<file path="config.mk">
export PLATFORM = sky130hd
export DESIGN_NAME = pss_cell
export DESIGN_NICKNAME = d
export VERILOG_FILES = /design/src/rtl/pss_pkg.sv /design/src/rtl/pss_cell.sv
export SDC_FILE = /design/constraint.sdc
export NUM_CORES = 1
export LEC_CHECK = 0
export BUFFER_PORTS_ARGS = -buffer_cell sky130_fd_sc_hd__buf_2
export CORE_MARGIN = 4
export CORE_UTILIZATION = 30
export CTS_BUF_LIST = sky130_fd_sc_hd__clkbuf_8
export DETAILED_ROUTE_END_ITERATION = 8
export SYNTH_ARGS = -nofsm -noshare
export SYNTH_HDL_FRONTEND = slang
export SYNTH_SLANG_ARGS = --single-unit
</file>
<file path="constraint.sdc">
create_clock -name i_clk -period 7.6 [get_ports i_clk]
set_input_delay 0.76 -clock i_clk [delete_from_list [all_inputs] [get_ports i_clk]]
set_output_delay 0.76 -clock i_clk [all_outputs]
set_load 0.02 [all_outputs]
</file>
<file path="src/rtl/pss_pkg.sv">
`timescale 1ns / 1ps
`default_nettype none
// ----------------------------------------------------------------------------
// pss_pkg
// Types and constants shared by the positional sequence store.
// ----------------------------------------------------------------------------
package pss_pkg;

    localparam int DEPTH_DEF   = 64;
    localparam int VALUE_W_DEF = 32;
    localparam int POS_W       = 8;
    localparam int FIDX_W      = 6;
    localparam int LEN_W       = 7;
    // index field in the cell control bus, wide enough for the largest depth
    localparam int CELL_IDX_W  = 10;

    typedef enum logic [2:0] {
        K_INSERT = 3'd0,
        K_REMOVE = 3'd1,
        K_ERASE  = 3'd2,
        K_FIND   = 3'd3,
        K_EDIT   = 3'd4,
        K_GET    = 3'd5,
        K_CLEAR  = 3'd6,
        K_LENGTH = 3'd7
    } t_kind;

    typedef enum logic [1:0] {
        STAT_OK       = 2'd0,
        STAT_RANGE    = 2'd1,
        STAT_NOTFOUND = 2'd2,
        STAT_FULL     = 2'd3
    } t_status;

    typedef enum logic [2:0] {
        CELL_HOLD,
        CELL_INSERT,
        CELL_ERASE,
        CELL_WRITE,
        CELL_SHIFT,
        CELL_ROTATE
    } t_cell_op;

    typedef struct packed {
        t_cell_op              op;
        logic [CELL_IDX_W-1:0] idx;
    } t_cell_ctrl;

    typedef enum logic [1:0] {
        ST_IDLE,
        ST_SCAN,
        ST_DONE
    } t_state;

endpackage
`default_nettype wire

</file>
<file path="src/rtl/pss_cell.sv">
`timescale 1ns / 1ps
`default_nettype none
// ----------------------------------------------------------------------------
// pss_cell
// One storage slot of the sequence; takes from its neighbors on shifts.
// ----------------------------------------------------------------------------
module pss_cell
    import pss_pkg::*;
#(
    parameter int INDEX       = 0,
    parameter int VALUE_WIDTH = VALUE_W_DEF
) (
    input  wire logic                   i_clk,
    input  wire t_cell_ctrl             i_ctrl,
    input  wire logic [VALUE_WIDTH-1:0] i_value,
    input  wire logic [VALUE_WIDTH-1:0] i_left,
    input  wire logic [VALUE_WIDTH-1:0] i_right,
    input  wire logic [VALUE_WIDTH-1:0] i_head,
    output logic      [VALUE_WIDTH-1:0] o_value
);

    localparam logic [CELL_IDX_W-1:0] MY_IDX = CELL_IDX_W'(INDEX);

    logic [VALUE_WIDTH-1:0] r_value;
    logic [VALUE_WIDTH-1:0] n_value;

    always_comb begin
        n_value = r_value;
        case (i_ctrl.op)
            CELL_INSERT: begin
                if (MY_IDX > i_ctrl.idx) begin
                    n_value = i_left;
                end else if (MY_IDX == i_ctrl.idx) begin
                    n_value = i_value;
                end
            end
            CELL_ERASE: begin
                if (MY_IDX >= i_ctrl.idx) begin
                    n_value = i_right;
                end
            end
            CELL_WRITE: begin
                if (MY_IDX == i_ctrl.idx) begin
                    n_value = i_value;
                end
            end
            CELL_SHIFT: begin
                n_value = i_right;
            end
            CELL_ROTATE: begin
                // head element re-enters at the tail of the live region
                n_value = (MY_IDX == i_ctrl.idx) ? i_head : i_right;
            end
            default: begin
                n_value = r_value;
            end
        endcase
    end

    always_ff @(posedge i_clk) begin
        r_value <= n_value;
    end

    assign o_value = r_value;

endmodule
`default_nettype wire

</file>
==> run summary <==
Starting DRT DRC Count = 84
Area Growth Syn to Fin = 38.7%
Core area = 6910 sq um
Worst skew pair latency = 0.28 ns
# Post-CTS Setup Buffers = 0
Row count = 30
Synth cell types = 22
FMAX = 0.278 GHz
Finished Core Util = 43.3%
I/O Buffers = 141
Fillers = 718
RSZ-0062 raised after global routing = false
Hold Fails Final Rpt = 0
Synth Register Bits = 32
Clock root buffer = clkbuf_8
LEAKAGE = 0.00132 uW
Synth area leader = edfxtp_1
Cts hold-fix bufs = 0
CP dominant cell by count = buf_4
Met2 global-route usage = 26.2%
Worst path slowest cell = nor3_4
Number of global-route vias before repair = 2131
DR DRC count = 0
Setup Skew = 0 ns
Drt pass-1 iters = 4
Cells after synthesis = 198
Synth warnings = 0
Outcome = finished clean
Horiz. Die Dim = 92.8 microns
Setup violators final = 0
Clock sinks = 32
Routed wire length = 7.07 mm
Hold crit path type = reg -> reg
Clock transition at path regs = 0.07 ns
Synthesized netlist net count = 340
Slew Viols, Final = 0
Mapped Area = 2160 sq um
Max FFs per register = 32
GP Congestion = 0.770
Starting Density = 31.2%
Post-synth ARST share = 0%
Htree depth = 2
Crit-path cells = buf_2 > or4_1 > nor3_4 > buf_4 > and3_1 > buf_4 > a221o_1
GR Util met1 = 20.8%
Main synth FF type = edfxtp_1
Syn_area_per_cell = 10.9 sq um
Chip height = 92.8 microns
First-pass GRT wire length = 10.7 mm
Gr busiest metal = met2
Via count = 2223
CP startpoint kind = input port
Final worst-path cycle share = 47.4%
Max IR drop VDD = 84.0 uV
Hpwl dp = 5.03 mm
I/O pins = 174
Initial antenna violation count = 0
Worst-margin pin slew = 0.755 ns
Grt met3 use = 3.25%
Ant. Diodes = 0
Routed len/inst = 16.6 microns
Critical path arrival = 3.75 ns
Global-route usage over all layers = 15.8%
Area contributors post-synth = edfxtp_1 45%, a221o_1 15%, mux2i_1 15%
Largest net degree at the start of global routing = 65
Crit path largest cell delay = 0.61 ns
Count leader, synth = nand3_1
Post-synth EDFFs = 32
Sequential element share of the synthesized area = 44.5%
Post-route ant nets = 0
Commonest cells in the netlist = 64 x nand3_1, 32 x a221o_1, 32 x edfxtp_1, 32 x mux2i_1, 10 x clkbuf_1
Slew margin rel. = 49.5%
TritonCTS buffer count = 5
Final min period = 3.60 ns
Max-cap violations = 0
Die Area = 8610 sq um
Required @ worst endpoint = 7.75 ns
Vias per inst = 5.23
Setup TNS Final = 0 ns
Layout cells sized above 1 = 48.6%
Resized Gates After CTS = 0
Max clock buf depth = 2
CTS tree = built
Total gr overflow = 0
PwrDens = 168 nW/um^2
CP Class = in -> reg
Synth top area share = 44.5%
Nets = 470
Critical path endpoint category = register
Worst-path maximum fanout = 24
layout by cell type (no fill, tap or decap):
cell type   netlist  final
inv_1             1      2
clkbuf_8          0      5
buf_4             3      6
nor2b_1           1      1
or4_1             1      1
or4_4             1      1
nand2_1           2      2
nor3_4            1      1
edfxtp_1         32     32
nor2_1            1      1
clkinvlp_4        0      1
or3b_2            1      1
mux2i_1          32     32
a221o_1          32     32
and3_1            1      1
clkinv_1          0      1
or2_2             1      1
a22oi_2           0      1
nand3_1          64     64
buf_2             3    141
o41ai_2           1      1
nand2b_2          0      1
logic make-up (layout without fill, tap and decap cells):
logic type      Yosys count  in the layout  synth area share [%]
simple gates             75             75                  18.6
compound gates           34             34                  16.0
mux                      32             32                  14.8
flops                    32             32                  44.5
buf+inv                  25            156                  6.09
power by group:
| part | internal [uW] | switching [uW] |
|---|---|---|
| registers | 222 | 9.66 |
| clock network | 62.1 | 64.8 |
| logic | 65.4 | 80.0 |
| total | 350 | 154 |
layout make-up:
cell class,count,area (sq um),area share (%)
multi-input combinational,141,1070,35.8
inverter,1,3.75,0.125
tap,96,120,4.02
clock buffer,5,68.8,2.30
clock inverter,3,15.0,0.502
sequential,32,961,32.1
timing repair buffer,147,751,25.1
worst paths after layout:
path                         startpoint                    end  slack, ns  depth (start not counted)
setup / recovery              i_ctrl[4]  o_value[22]$_DFFE_PP_       4.00                          7
hold / removal    o_value[26]$_DFFE_PP_  o_value[26]$_DFFE_PP_       0.75                          3
setup reg to reg  o_value[12]$_DFFE_PP_  o_value[12]$_DFFE_PP_       6.49                          3
hold reg to reg   o_value[26]$_DFFE_PP_  o_value[26]$_DFFE_PP_       0.75                          3
metrics by stage:
step	cell area (sq um)	instances	hold slack [ns]	total power, uW	setup WS [ns]
global placement	2910	417	0.729	379	3.66
global route	2990	425	0.767	535	3.80
CTS	2990	425	0.761	511	3.90
detailed placement	2910	417	0.734	382	3.59
finish	2990	425	0.753	504	4.00
floorplan	2160	198	0.861	321	3.60
critical path: cells and delay by family:
| family | cells | cell delay (ns) |
|---|---|---|
| compound gates | 1 | 0.19 |
| buf+inv | 3 | 0.99 |
| simple gates | 3 | 1.77 |
per-layer routing:
| layer | share of wire [%] | vias up |
|---|---|---|
| met5 | 0 | - |
| met4 | 1.4 | 0 |
| met3 | 8.2 | 8 |
| met2 | 48 | 104 |
| met1 | 42 | 1040 |
| li1 | - | 1071 |
No activity file was read; power rests on OpenSTA's default activity.
